$ cat src/sv/wavhp_pkg.sv
// Shared types, codes and constants for the RIFF/WAVE header parser.
package wavhp_pkg;

   localparam logic [31:0] TAG_RIFF = 32'h5249_4646;
   localparam logic [31:0] TAG_WAVE = 32'h5741_5645;
   localparam logic [31:0] TAG_FMT  = 32'h666D_7420;
   localparam logic [31:0] TAG_DATA = 32'h6461_7461;

   localparam logic [2:0] ST_HEADER  = 3'd0;
   localparam logic [2:0] ST_ACCEPT  = 3'd1;
   localparam logic [2:0] ST_PAYLOAD = 3'd2;
   localparam logic [2:0] ST_ERROR   = 3'd3;
   localparam logic [2:0] ST_IGNORE  = 3'd4;

   localparam logic [2:0] ERR_NONE      = 3'd0;
   localparam logic [2:0] ERR_NO_RIFF   = 3'd1;
   localparam logic [2:0] ERR_NO_WAVE   = 3'd2;
   localparam logic [2:0] ERR_FMT_TAG   = 3'd3;
   localparam logic [2:0] ERR_BITS      = 3'd4;
   localparam logic [2:0] ERR_DATA_SIZE = 3'd5;
   localparam logic [2:0] ERR_EARLY_END = 3'd6;

   localparam logic [1:0] FMT_U8  = 2'd0;
   localparam logic [1:0] FMT_S16 = 2'd1;
   localparam logic [1:0] FMT_S32 = 2'd2;
   localparam logic [1:0] FMT_F32 = 2'd3;

   localparam logic [15:0] FTAG_PCM   = 16'd1;
   localparam logic [15:0] FTAG_FLOAT = 16'd3;
   localparam logic [15:0] BITS_8     = 16'd8;
   localparam logic [15:0] BITS_16    = 16'd16;
   localparam logic [15:0] BITS_32    = 16'd32;
   localparam logic [31:0] FMT_FIXED_LEN = 32'd16;

   localparam int DIV_STEPS = 32;

   typedef enum logic [16:0] {
      PH_RIFF  = 17'h00001,
      PH_RSIZE = 17'h00002,
      PH_WAVE  = 17'h00004,
      PH_FID   = 17'h00008,
      PH_FSIZE = 17'h00010,
      PH_FSKIP = 17'h00020,
      PH_FTAG  = 17'h00040,
      PH_CHAN  = 17'h00080,
      PH_RATE  = 17'h00100,
      PH_BITS  = 17'h00200,
      PH_FREST = 17'h00400,
      PH_DID   = 17'h00800,
      PH_DSIZE = 17'h01000,
      PH_DSKIP = 17'h02000,
      PH_DATA  = 17'h04000,
      PH_IDLE  = 17'h08000,
      PH_DIV   = 17'h10000
   } phase_type;

   typedef struct packed {
      logic [7:0] in_byte;
      logic       in_first;
      logic       in_end;
   } req_type;

   typedef struct packed {
      logic [2:0]  status;
      logic [2:0]  error_code;
      logic [7:0]  out_byte;
      logic        out_last;
      logic [1:0]  sample_format;
      logic [15:0] channel_count;
      logic [31:0] sample_rate;
      logic [31:0] frame_count;
   } rsp_type;

   // controller to datapath
   typedef struct packed {
      logic       step;
      logic       first;
      logic [2:0] idx;
      logic       tag_shift;
      logic       tag_load;
      logic       chunk_wr;
      logic       skip_chunk;
      logic       skip_rest;
      logic       skip_dec;
      logic       float_wr;
      logic       float_val;
      logic       chan_wr;
      logic       rate_wr;
      logic       bits_wr;
      logic       pay_load;
      logic       pay_dec;
      logic       div_start;
      logic       div_ok;
      logic       err_wr;
      logic [2:0] err_code;
      logic       out_wr;
      logic [2:0] out_status;
      logic       out_pass;
      logic       out_last;
   } cmd_type;

   // datapath to controller
   typedef struct packed {
      logic tag_riff;
      logic tag_wave;
      logic tag_fmt;
      logic tag_data;
      logic chunk_zero;
      logic chunk_gt16;
      logic skip_last;
      logic pay_last;
      logic ftag_pcm;
      logic ftag_float;
      logic bits8;
      logic bits16;
      logic bits32;
      logic is_float;
      logic frame_zero;
      logic div_done;
      logic div_exact;
   } flag_type;

endpackage

$ cat src/sv/wavhp_div.sv
// Restoring divider, one quotient bit per cycle, for the frame count.
module wavhp_div (
   input  logic        clock,
   input  logic        reset,
   input  logic        start,
   input  logic [31:0] dividend,
   input  logic [17:0] divisor,
   output logic        done,
   output logic [31:0] quotient,
   output logic        exact
);
   import wavhp_pkg::*;

   logic [31:0] q_ff, q_in;
   logic [17:0] r_ff, r_in;
   logic [17:0] d_ff, d_in;
   logic [5:0]  cnt_ff, cnt_in;
   logic        busy_ff, busy_in;
   logic        done_ff, done_in;
   logic [18:0] trial;
   logic [18:0] diff;

   always_comb begin
      trial   = {r_ff, q_ff[31]};
      diff    = trial - {1'b0, d_ff};
      q_in    = q_ff;
      r_in    = r_ff;
      d_in    = d_ff;
      cnt_in  = cnt_ff;
      busy_in = busy_ff;
      done_in = 1'b0;
      if (start) begin
         q_in    = dividend;
         r_in    = '0;
         d_in    = divisor;
         cnt_in  = 6'(DIV_STEPS);
         busy_in = 1'b1;
      end else if (busy_ff) begin
         if (trial >= {1'b0, d_ff}) begin
            r_in = diff[17:0];
            q_in = {q_ff[30:0], 1'b1};
         end else begin
            r_in = trial[17:0];
            q_in = {q_ff[30:0], 1'b0};
         end
         cnt_in = cnt_ff - 6'd1;
         if (cnt_ff == 6'd1) begin
            busy_in = 1'b0;
            done_in = 1'b1;
         end
      end
   end

   always_ff @(posedge clock) begin
      q_ff   <= q_in;
      r_ff   <= r_in;
      d_ff   <= d_in;
      cnt_ff <= cnt_in;
      if (reset) begin
         busy_ff <= 1'b0;
         done_ff <= 1'b0;
      end else begin
         busy_ff <= busy_in;
         done_ff <= done_in;
      end
   end

   assign done     = done_ff;
   assign quotient = q_ff;
   assign exact    = (r_ff == '0);

endmodule

$ cat src/sv/wavhp_dp.sv
// Datapath: header fields, counters, divider and the result register.
module wavhp_dp (
   input  logic                clock,
   input  logic                reset,
   input  wavhp_pkg::req_type  req,
   input  wavhp_pkg::cmd_type  cmd,
   output wavhp_pkg::flag_type flags,
   output wavhp_pkg::rsp_type  rsp
);
   import wavhp_pkg::*;

   logic [31:0] tag_ff, tag_in, tag_cur, tag_next;
   logic [31:0] chunk_ff, chunk_in, chunk_cur, chunk_next;
   logic [31:0] skip_ff, skip_in, skip_cur;
   logic        float_ff, float_in, float_cur;
   logic [15:0] chan_ff, chan_in, chan_cur;
   logic [31:0] rate_ff, rate_in, rate_cur;
   logic [1:0]  fmt_ff, fmt_in, fmt_cur;
   logic [17:0] frame_ff, frame_in, frame_cur;
   logic [31:0] frames_ff, frames_in, frames_cur;
   logic [31:0] pay_ff, pay_in, pay_cur;
   logic [2:0]  err_ff, err_in, err_cur;
   rsp_type     rsp_ff, rsp_in;
   logic        clr;
   logic [7:0]  b;
   logic [4:0]  sh;
   logic [15:0] word;
   logic [1:0]  bps_shift;
   logic [1:0]  fmt_new;
   logic        div_done;
   logic [31:0] div_q;
   logic        div_exact;

   wavhp_div u_div (
      .clock    (clock),
      .reset    (reset),
      .start    (cmd.div_start),
      .dividend (chunk_next),
      .divisor  (frame_cur),
      .done     (div_done),
      .quotient (div_q),
      .exact    (div_exact)
   );

   always_comb begin
      clr  = cmd.step && cmd.first;
      b    = req.in_byte;
      sh   = {cmd.idx[1:0], 3'b000};
      tag_cur    = clr ? '0 : tag_ff;
      chunk_cur  = clr ? '0 : chunk_ff;
      skip_cur   = clr ? '0 : skip_ff;
      float_cur  = clr ? 1'b0 : float_ff;
      chan_cur   = clr ? '0 : chan_ff;
      rate_cur   = clr ? '0 : rate_ff;
      fmt_cur    = clr ? '0 : fmt_ff;
      frame_cur  = clr ? '0 : frame_ff;
      frames_cur = clr ? '0 : frames_ff;
      pay_cur    = clr ? '0 : pay_ff;
      err_cur    = clr ? '0 : err_ff;

      tag_next   = {tag_cur[23:0], b};
      chunk_next = (cmd.idx == 3'd0) ? {24'd0, b} : (chunk_cur | ({24'd0, b} << sh));
      word       = {b, tag_cur[7:0]};

      if (word == BITS_8) begin
         fmt_new = FMT_U8;  bps_shift = 2'd0;
      end else if (word == BITS_16) begin
         fmt_new = FMT_S16; bps_shift = 2'd1;
      end else begin
         fmt_new = float_cur ? FMT_F32 : FMT_S32; bps_shift = 2'd2;
      end

      tag_in = tag_cur;
      if (cmd.tag_shift)     tag_in = tag_next;
      else if (cmd.tag_load) tag_in = {24'd0, b};
      chunk_in = cmd.chunk_wr ? chunk_next : chunk_cur;
      skip_in  = skip_cur;
      if (cmd.skip_chunk)     skip_in = chunk_next;
      else if (cmd.skip_rest) skip_in = chunk_cur - FMT_FIXED_LEN;
      else if (cmd.skip_dec)  skip_in = skip_cur - 32'd1;
      float_in = cmd.float_wr ? cmd.float_val : float_cur;
      chan_in  = chan_cur;
      if (cmd.chan_wr)
         chan_in = (cmd.idx == 3'd0) ? {8'd0, b} : {b, chan_cur[7:0]};
      rate_in = rate_cur;
      if (cmd.rate_wr)
         rate_in = (cmd.idx == 3'd0) ? {24'd0, b} : (rate_cur | ({24'd0, b} << sh));
      fmt_in   = cmd.bits_wr ? fmt_new : fmt_cur;
      frame_in = cmd.bits_wr ? ({2'd0, chan_cur} << bps_shift) : frame_cur;
      frames_in = cmd.div_ok ? div_q : frames_cur;
      pay_in = pay_cur;
      if (cmd.pay_load)     pay_in = chunk_cur;
      else if (cmd.pay_dec) pay_in = pay_cur - 32'd1;
      err_in = cmd.err_wr ? cmd.err_code : err_cur;

      rsp_in = rsp_ff;
      if (cmd.out_wr) begin
         rsp_in.status        = cmd.out_status;
         rsp_in.error_code    = err_in;
         rsp_in.out_byte      = cmd.out_pass ? b : 8'd0;
         rsp_in.out_last      = cmd.out_last;
         rsp_in.sample_format = fmt_in;
         rsp_in.channel_count = chan_in;
         rsp_in.sample_rate   = rate_in;
         rsp_in.frame_count   = frames_in;
      end

      flags.tag_riff   = (tag_next == TAG_RIFF);
      flags.tag_wave   = (tag_next == TAG_WAVE);
      flags.tag_fmt    = (tag_cur == TAG_FMT);
      flags.tag_data   = (tag_cur == TAG_DATA);
      flags.chunk_zero = (chunk_next == '0);
      flags.chunk_gt16 = (chunk_cur > FMT_FIXED_LEN);
      flags.skip_last  = (skip_cur == 32'd1);
      flags.pay_last   = (pay_cur == 32'd1);
      flags.ftag_pcm   = (word == FTAG_PCM);
      flags.ftag_float = (word == FTAG_FLOAT);
      flags.bits8      = (word == BITS_8);
      flags.bits16     = (word == BITS_16);
      flags.bits32     = (word == BITS_32);
      flags.is_float   = float_cur;
      flags.frame_zero = (frame_cur == '0);
      flags.div_done   = div_done;
      flags.div_exact  = div_exact;
   end

   always_ff @(posedge clock) begin
      rsp_ff <= rsp_in;
      if (reset) begin
         tag_ff    <= '0;
         chunk_ff  <= '0;
         skip_ff   <= '0;
         float_ff  <= 1'b0;
         chan_ff   <= '0;
         rate_ff   <= '0;
         fmt_ff    <= '0;
         frame_ff  <= '0;
         frames_ff <= '0;
         pay_ff    <= '0;
         err_ff    <= '0;
      end else begin
         tag_ff    <= tag_in;
         chunk_ff  <= chunk_in;
         skip_ff   <= skip_in;
         float_ff  <= float_in;
         chan_ff   <= chan_in;
         rate_ff   <= rate_in;
         fmt_ff    <= fmt_in;
         frame_ff  <= frame_in;
         frames_ff <= frames_in;
         pay_ff    <= pay_in;
         err_ff    <= err_in;
      end
   end

   assign rsp = rsp_ff;

endmodule

$ cat src/sv/wavhp_ctrl.sv
// Controller: parse phase sequencer and request/response handshake.
module wavhp_ctrl (
   input  logic                clock,
   input  logic                reset,
   input  logic                req_valid,
   output logic                req_stall,
   input  wavhp_pkg::req_type  req,
   output logic                rsp_valid,
   input  logic                rsp_stall,
   input  wavhp_pkg::flag_type flags,
   output wavhp_pkg::cmd_type  cmd
);
   import wavhp_pkg::*;

   phase_type  phase_ff, phase_in, ph;
   logic [2:0] idx_ff, idx_in, idx;
   logic       valid_ff, valid_in;
   logic       end_ff, end_in;
   logic       step;
   logic       fail;
   logic [2:0] fail_code;
   logic [2:0] status;

   assign req_stall = (phase_ff == PH_DIV) || (valid_ff && rsp_stall);
   assign step      = req_valid && !req_stall;

   always_comb begin
      cmd       = '0;
      cmd.step  = step;
      cmd.first = req.in_first;
      ph        = req.in_first ? PH_RIFF : phase_ff;
      idx       = req.in_first ? 3'd0 : idx_ff;
      cmd.idx   = idx;
      phase_in  = phase_ff;
      idx_in    = idx_ff;
      end_in    = end_ff;
      fail      = 1'b0;
      fail_code = ERR_NONE;
      status    = ST_HEADER;

      if (phase_ff == PH_DIV) begin
         cmd.step = 1'b0;
         if (flags.div_done) begin
            cmd.out_wr = 1'b1;
            idx_in     = 3'd0;
            if (!flags.div_exact) begin
               fail = 1'b1; fail_code = ERR_DATA_SIZE;
            end else begin
               cmd.div_ok   = 1'b1;
               cmd.pay_load = 1'b1;
               if (end_ff) begin
                  fail = 1'b1; fail_code = ERR_EARLY_END;
               end else begin
                  status   = ST_ACCEPT;
                  phase_in = PH_DATA;
               end
            end
            if (fail) begin
               status   = ST_ERROR;
               phase_in = PH_IDLE;
            end
            cmd.err_wr     = fail;
            cmd.err_code   = fail_code;
            cmd.out_status = status;
         end
      end else if (step) begin
         cmd.out_wr = 1'b1;
         phase_in   = ph;
         idx_in     = idx + 3'd1;
         unique case (ph)
            PH_RIFF, PH_WAVE, PH_FID, PH_DID: begin
               cmd.tag_shift = 1'b1;
               if (idx == 3'd3) begin
                  idx_in = 3'd0;
                  if (ph == PH_RIFF) begin
                     if (flags.tag_riff) phase_in = PH_RSIZE;
                     else begin fail = 1'b1; fail_code = ERR_NO_RIFF; end
                  end else if (ph == PH_WAVE) begin
                     if (flags.tag_wave) phase_in = PH_FID;
                     else begin fail = 1'b1; fail_code = ERR_NO_WAVE; end
                  end else begin
                     phase_in = (ph == PH_FID) ? PH_FSIZE : PH_DSIZE;
                  end
               end
            end
            PH_RSIZE, PH_FSIZE, PH_DSIZE: begin
               cmd.chunk_wr = 1'b1;
               if (idx == 3'd3) begin
                  idx_in = 3'd0;
                  if (ph == PH_RSIZE) begin
                     phase_in = PH_WAVE;
                  end else if (ph == PH_FSIZE) begin
                     if (flags.tag_fmt) phase_in = PH_FTAG;
                     else begin
                        cmd.skip_chunk = 1'b1;
                        phase_in = flags.chunk_zero ? PH_FID : PH_FSKIP;
                     end
                  end else if (!flags.tag_data) begin
                     cmd.skip_chunk = 1'b1;
                     phase_in = flags.chunk_zero ? PH_DID : PH_DSKIP;
                  end else if (flags.chunk_zero || flags.frame_zero) begin
                     fail = 1'b1; fail_code = ERR_DATA_SIZE;
                  end else begin
                     // result follows when the frame count is known
                     cmd.div_start = 1'b1;
                     cmd.out_wr    = 1'b0;
                     end_in        = req.in_end;
                     phase_in      = PH_DIV;
                  end
               end
            end
            PH_FSKIP, PH_FREST, PH_DSKIP: begin
               cmd.skip_dec = 1'b1;
               if (flags.skip_last) begin
                  idx_in   = 3'd0;
                  phase_in = (ph == PH_FSKIP) ? PH_FID : PH_DID;
               end
            end
            PH_FTAG: begin
               if (idx == 3'd0) cmd.tag_load = 1'b1;
               else if (flags.ftag_pcm || flags.ftag_float) begin
                  cmd.float_wr  = 1'b1;
                  cmd.float_val = flags.ftag_float;
                  idx_in        = 3'd0;
                  phase_in      = PH_CHAN;
               end else begin
                  fail = 1'b1; fail_code = ERR_FMT_TAG;
               end
            end
            PH_CHAN: begin
               cmd.chan_wr = 1'b1;
               if (idx != 3'd0) begin
                  idx_in = 3'd0; phase_in = PH_RATE;
               end
            end
            PH_RATE: begin
               cmd.rate_wr = 1'b1;
               if (idx == 3'd3) begin
                  idx_in = 3'd0; phase_in = PH_BITS;
               end
            end
            PH_BITS: begin
               if (idx == 3'd6) cmd.tag_load = 1'b1;
               else if (idx == 3'd7) begin
                  if (((flags.bits8 || flags.bits16) && !flags.is_float) || flags.bits32) begin
                     cmd.bits_wr   = 1'b1;
                     cmd.skip_rest = 1'b1;
                     idx_in        = 3'd0;
                     phase_in      = flags.chunk_gt16 ? PH_FREST : PH_DID;
                  end else begin
                     fail = 1'b1; fail_code = ERR_BITS;
                  end
               end
            end
            PH_DATA: begin
               status       = ST_PAYLOAD;
               cmd.out_pass = 1'b1;
               cmd.pay_dec  = 1'b1;
               if (flags.pay_last) begin
                  cmd.out_last = 1'b1;
                  idx_in       = 3'd0;
                  phase_in     = PH_IDLE;
               end
            end
            default: status = ST_IGNORE;
         endcase

         // stream ran out before the parse finished
         if (req.in_end && !fail && phase_in != PH_IDLE && phase_in != PH_DIV) begin
            fail         = 1'b1;
            fail_code    = ERR_EARLY_END;
            cmd.out_pass = 1'b0;
            cmd.out_last = 1'b0;
         end
         if (fail) begin
            status   = ST_ERROR;
            idx_in   = 3'd0;
            phase_in = PH_IDLE;
         end
         cmd.err_wr     = fail;
         cmd.err_code   = fail_code;
         cmd.out_status = status;
      end

      valid_in = valid_ff;
      if (cmd.out_wr) valid_in = 1'b1;
      else if (valid_ff && !rsp_stall) valid_in = 1'b0;
   end

   always_ff @(posedge clock) begin
      end_ff <= end_in;
      if (reset) begin
         phase_ff <= PH_RIFF;
         idx_ff   <= 3'd0;
         valid_ff <= 1'b0;
      end else begin
         phase_ff <= phase_in;
         idx_ff   <= idx_in;
         valid_ff <= valid_in;
      end
   end

   assign rsp_valid = valid_ff;

endmodule

$ cat src/sv/riff_wave_header_parser.sv
// RIFF/WAVE header parser: checks the header of a WAV byte stream, reads the
// PCM or float format fields and the frame count, then passes payload bytes
// through; every request gives exactly one response. One request is taken
// per cycle while rsp_stall is low, with the response register decoupling
// the two sides. One more exception is the request that completes the data
// chunk size: the frame count comes from a one-bit-per-cycle divider, so
// that request holds the input stalled until the division is done and its response is written.
module riff_wave_header_parser (
   input  logic               clock,
   input  logic               reset,
   input  logic               req_valid,
   output logic               req_stall,
   input  wavhp_pkg::req_type req_data,
   output logic               rsp_valid,
   input  logic               rsp_stall,
   output wavhp_pkg::rsp_type rsp_data
);
   import wavhp_pkg::*;

   cmd_type  cmd;
   flag_type flags;

   wavhp_ctrl u_ctrl (
      .clock     (clock),
      .reset     (reset),
      .req_valid (req_valid),
      .req_stall (req_stall),
      .req       (req_data),
      .rsp_valid (rsp_valid),
      .rsp_stall (rsp_stall),
      .flags     (flags),
      .cmd       (cmd)
   );

   wavhp_dp u_dp (
      .clock (clock),
      .reset (reset),
      .req   (req_data),
      .cmd   (cmd),
      .flags (flags),
      .rsp   (rsp_data)
   );

endmodule
$ cat config.mk
export PLATFORM = sky130hd
export DESIGN_NAME = riff_wave_header_parser
export DESIGN_NICKNAME = d
export VERILOG_FILES = /design/src/sv/wavhp_pkg.sv /design/src/sv/wavhp_div.sv /design/src/sv/wavhp_dp.sv /design/src/sv/wavhp_ctrl.sv /design/src/sv/riff_wave_header_parser.sv
export SDC_FILE = /design/constraint.sdc
export NUM_CORES = 1
export LEC_CHECK = 0
export BUFFER_PORTS_ARGS = -buffer_cell sky130_fd_sc_hd__clkbuf_2
export CAP_MARGIN = 10
export CORE_ASPECT_RATIO = 1.25
export CORE_MARGIN = 8
export CORE_UTILIZATION = 50
export CTS_BUF_LIST = sky130_fd_sc_hd__clkbuf_4 sky130_fd_sc_hd__clkbuf_8
export DETAILED_ROUTE_END_ITERATION = 8
export HOLD_SLACK_MARGIN = 0.05
export MAX_ROUTING_LAYER = met4
export PLACE_DENSITY = 0.66
export SLEW_MARGIN = 20
export SYNTH_ARGS = -nofsm -noshare
export SYNTH_HDL_FRONTEND = slang
export SYNTH_HIERARCHICAL = 1
export SYNTH_SLANG_ARGS = --single-unit
$ cat constraint.sdc
create_clock -name clock -period 8.9 [get_ports clock]
set_clock_uncertainty 0.15 [all_clocks]
set_input_delay 2.67 -clock clock [delete_from_list [all_inputs] [get_ports clock]]
set_output_delay 2.67 -clock clock [all_outputs]
set_load 0.005 [all_outputs]
==> impl_metrics.tcl <==
set metrics [dict create \
    outcome "finished, final reports clean" \
    ant_nets 0 \
    synth_top_area_frac 0.2528 \
    final.setup.tns_ps 0 \
    finalCritPeriodShare 0.8526 \
    leakage_nw 9.312 \
    timing.final.ws_setup_ps 1312 \
    ys_ff_latch 427 \
    ctsResizeCount 0 \
    path_max_fanout 11 \
    cp-end-kind "register" \
    switchingPower_mw 1.029 \
    overflow 0 \
    clkPwrFrac 0.454 \
    synthFlopType "dfxtp_1" \
    drt_iter0_drc 1992 \
    slew_viol_final 0 \
    core_um2 43900 \
    worstPathArrival_ps 8000 \
    pre_cts_ws_ps 704.6 \
    path_buf_inv 6 \
    synthDistinctLibCells 100 \
    layout_common_cells "nand2_1, dfxtp_1, nor2_1" \
    synthCells 2504 \
    die_h_um 251.0 \
    rows 86 \
    hpwlAfterDp_um 54180 \
    p_seq_frac 0.493 \
    synth_area_um2 22090 \
    start_util 0.5032 \
    layout.nets 2605 \
    cts_setup_buffers 0 \
    grt_setup_unrepaired "no" \
    avgRoutedWirePerCell_um 24.15 \
    area_growth_pct 11.60 \
    dieArea_um2 51210 \
    dieWidth_um 204.0 \
    relSlewSlack 0.2591 \
    worstSetupStartpointType "primary input" \
    grt_antenna_before_repair 3 \
    numCtsBuffers 72 \
    grtUsageMet3 0.05435 \
    combPwrFrac 0.053 \
    gp_congestion 1.042 \
    min_period_ps 7588 \
    synth-async-reset-ratio 0 \
    hold_violations 0 \
    io_buffers 112 \
    drt_wl_total_um 77000 \
    p_sw_frac 0.2465 \
    ir_drop_uv 169.4 \
    synth_area_leader_cell "dfxtp_1" \
    drt_first_pass_iters 6 \
    ys_seq_area_frac 0.4540 \
    io_pins 113 \
    drv_cap 0 \
    grt_pass1_wl_um 117400 \
    drive_gt1_frac 0.1489 \
    n_fill_cell 4086 \
    cts-root-buf "clkbuf_8" \
    worstMarginPinSlew_ps 1083 \
    setup_viol 0 \
    hold_buffers 0 \
    cellPowerDensity_nw_per_um2 169.3 \
    grt_pass1_vias 19800 \
    grt_max_degree 88 \
    drc_errors 0 \
    vias 20330 \
    crit_type "primary input to register" \
    path_clk_slew_ps 60 \
    cts_buffer_depth 3 \
    p_int_mw 3.145 \
    htree_num_levels 3 \
    post_drt_via_cell_ratio 6.376 \
    syn_avg_cell_area_um2 8.823 \
    grt_usage 0.2998 \
    cts_tree "done" \
    slowest_stage "nor3_2" \
    max_freq_mhz 131.8 \
    synth_enable_flop_cells 148 \
    ys_warn_count 6 \
    hp-class "register to register" \
    clkLatencyLatePin_ps 680 \
    grtUsageMet2 0.4903 \
    mostFrequentLayoutCell "nand2_1" \
    synth_area_leaders "dfxtp_1, edfxtp_1, nand2_1, nor2_1, a21oi_1" \
    clock_sinks 427 \
    finish.utilization 0.5616 \
    cp.required_ps 9310 \
    grt-busiest-layer "met2" \
    placed_area_um2 23100 \
    fin_area_um2 24650 \
    crit_family "compound AO/OA/AOI/OAI gates" \
    max_stage_delay_ps 550 \
    use_met1 0.3404 \
    syn-num-nets 2550 \
]
==> through the flow <==
step                hold slack (ps)  total power, mW  cells
floorplan                     291.8            2.212   2504
global placement              299.9            2.315   3057
detailed placement            305.5            2.315   3057
CTS                           319.8            4.206   3185
global route                  346.1            4.301   3188
finish                        317.2            4.175   3188
==> path summary, 6_finish.rpt <==
path                            cells past startpoint          startpoint  slack, ps                to
worst max register to register                     22  u_ctrl/phase_ff[8]       2010    u_dp/err_ff[0]
worst min-delay path                                1    u_ctrl/idx_ff[0]        320  u_ctrl/idx_ff[0]
worst max-delay path                               25         req_data[1]       1310    u_dp/err_ff[0]
worst min register to register                      1    u_ctrl/idx_ff[0]        320  u_ctrl/idx_ff[0]
==> per-layer routing <==
metal,up-vias,routed length (µm),part of all wire
met5,-,0,0
met4,0,4400,0.057
li1,9320,-,-
met1,9860,29540,0.38
met2,901,38020,0.49
met3,245,5035,0.065
==> state kept, by name, indices dropped and copies added (netlist names), 32 cells and up <==
name                 cells
u_dp/pay_ff             32
u_dp/rsp                97
u_dp/tag_ff             32
u_dp/frames_ff          32
u_dp/rate_ff            32
u_dp/u_div/quotient     32
u_dp/skip_ff            32
u_dp/chunk_ff           32
==> cell type report <==
cell class / instances / area, µm² / share of cell area
Multi-Input combinational cell: 1819 / 11090 / 0.4497
Sequential cell: 427 / 10030 / 0.4068
Clock buffer: 107 / 1323 / 0.05364
Timing Repair Buffer: 166 / 993.5 / 0.04029
Tap cell: 572 / 715.7 / 0.02903
Inverter: 73 / 277.8 / 0.01127
Clock inverter: 21 / 221.5 / 0.008982
Antenna cell: 3 / 7.507 / 0.0003045
==> worst reg2reg max path, stage by stage (launching register included) <==
cell and delay, ps:
dfxtp_1 400, nor4_4 710, and3_1 270, and4_1 330, a21oi_1 90, nand2_1 110
inv_1 180, a211oi_1 590, nand3_1 300, or3_4 490, clkinv_2 260, o21ba_2 210
o211ai_1 210, nand3_1 200, o21ai_1 140, a21o_1 230, o31ai_1 420, o2111ai_2 290
o31ai_4 430, and2b_1 250, o21ai_1 150, o21ai_0 280, and2_1 160
==> synthesized netlist by cell type, drive strengths merged, types with 21 or more instances <==
master  instances
a211oi         29
a21oi         146
a22o           52
a22oi          39
a31oi          32
and2          117
and3           21
buf            36
clkbuf        149
dfxtp         279
edfxtp        148
ha             31
inv            69
mux2           34
nand2         291
nand3          77
nand4          23
nor2          247
nor3           65
nor4           50
o211ai         31
o21ai         153
or3            29
or4            21
xor2           22
==> kinds of logic after synthesis <==
kind of cell | share of synthesized area
muxes | 0.02231
xor gates and xnor gates | 0.01625
AOI/OAI and AO/OA | 0.2073
adders and majority gates | 0.01846
buffers and inverters | 0.04740
and+or+nand+nor | 0.2342
DFF | 0.4540
==> power groups by stage <==
stage	clock [mW]	sequential, mW	combinational (mW)
after CTS	1.93	2.06	0.217
after global routing	2.01	2.06	0.233
after floorplan	0	2.09	0.119
after detailed placement	0	2.10	0.216
after global placement	0	2.10	0.216
final	1.90	2.06	0.220
Power figures use the tool's default switching activity.
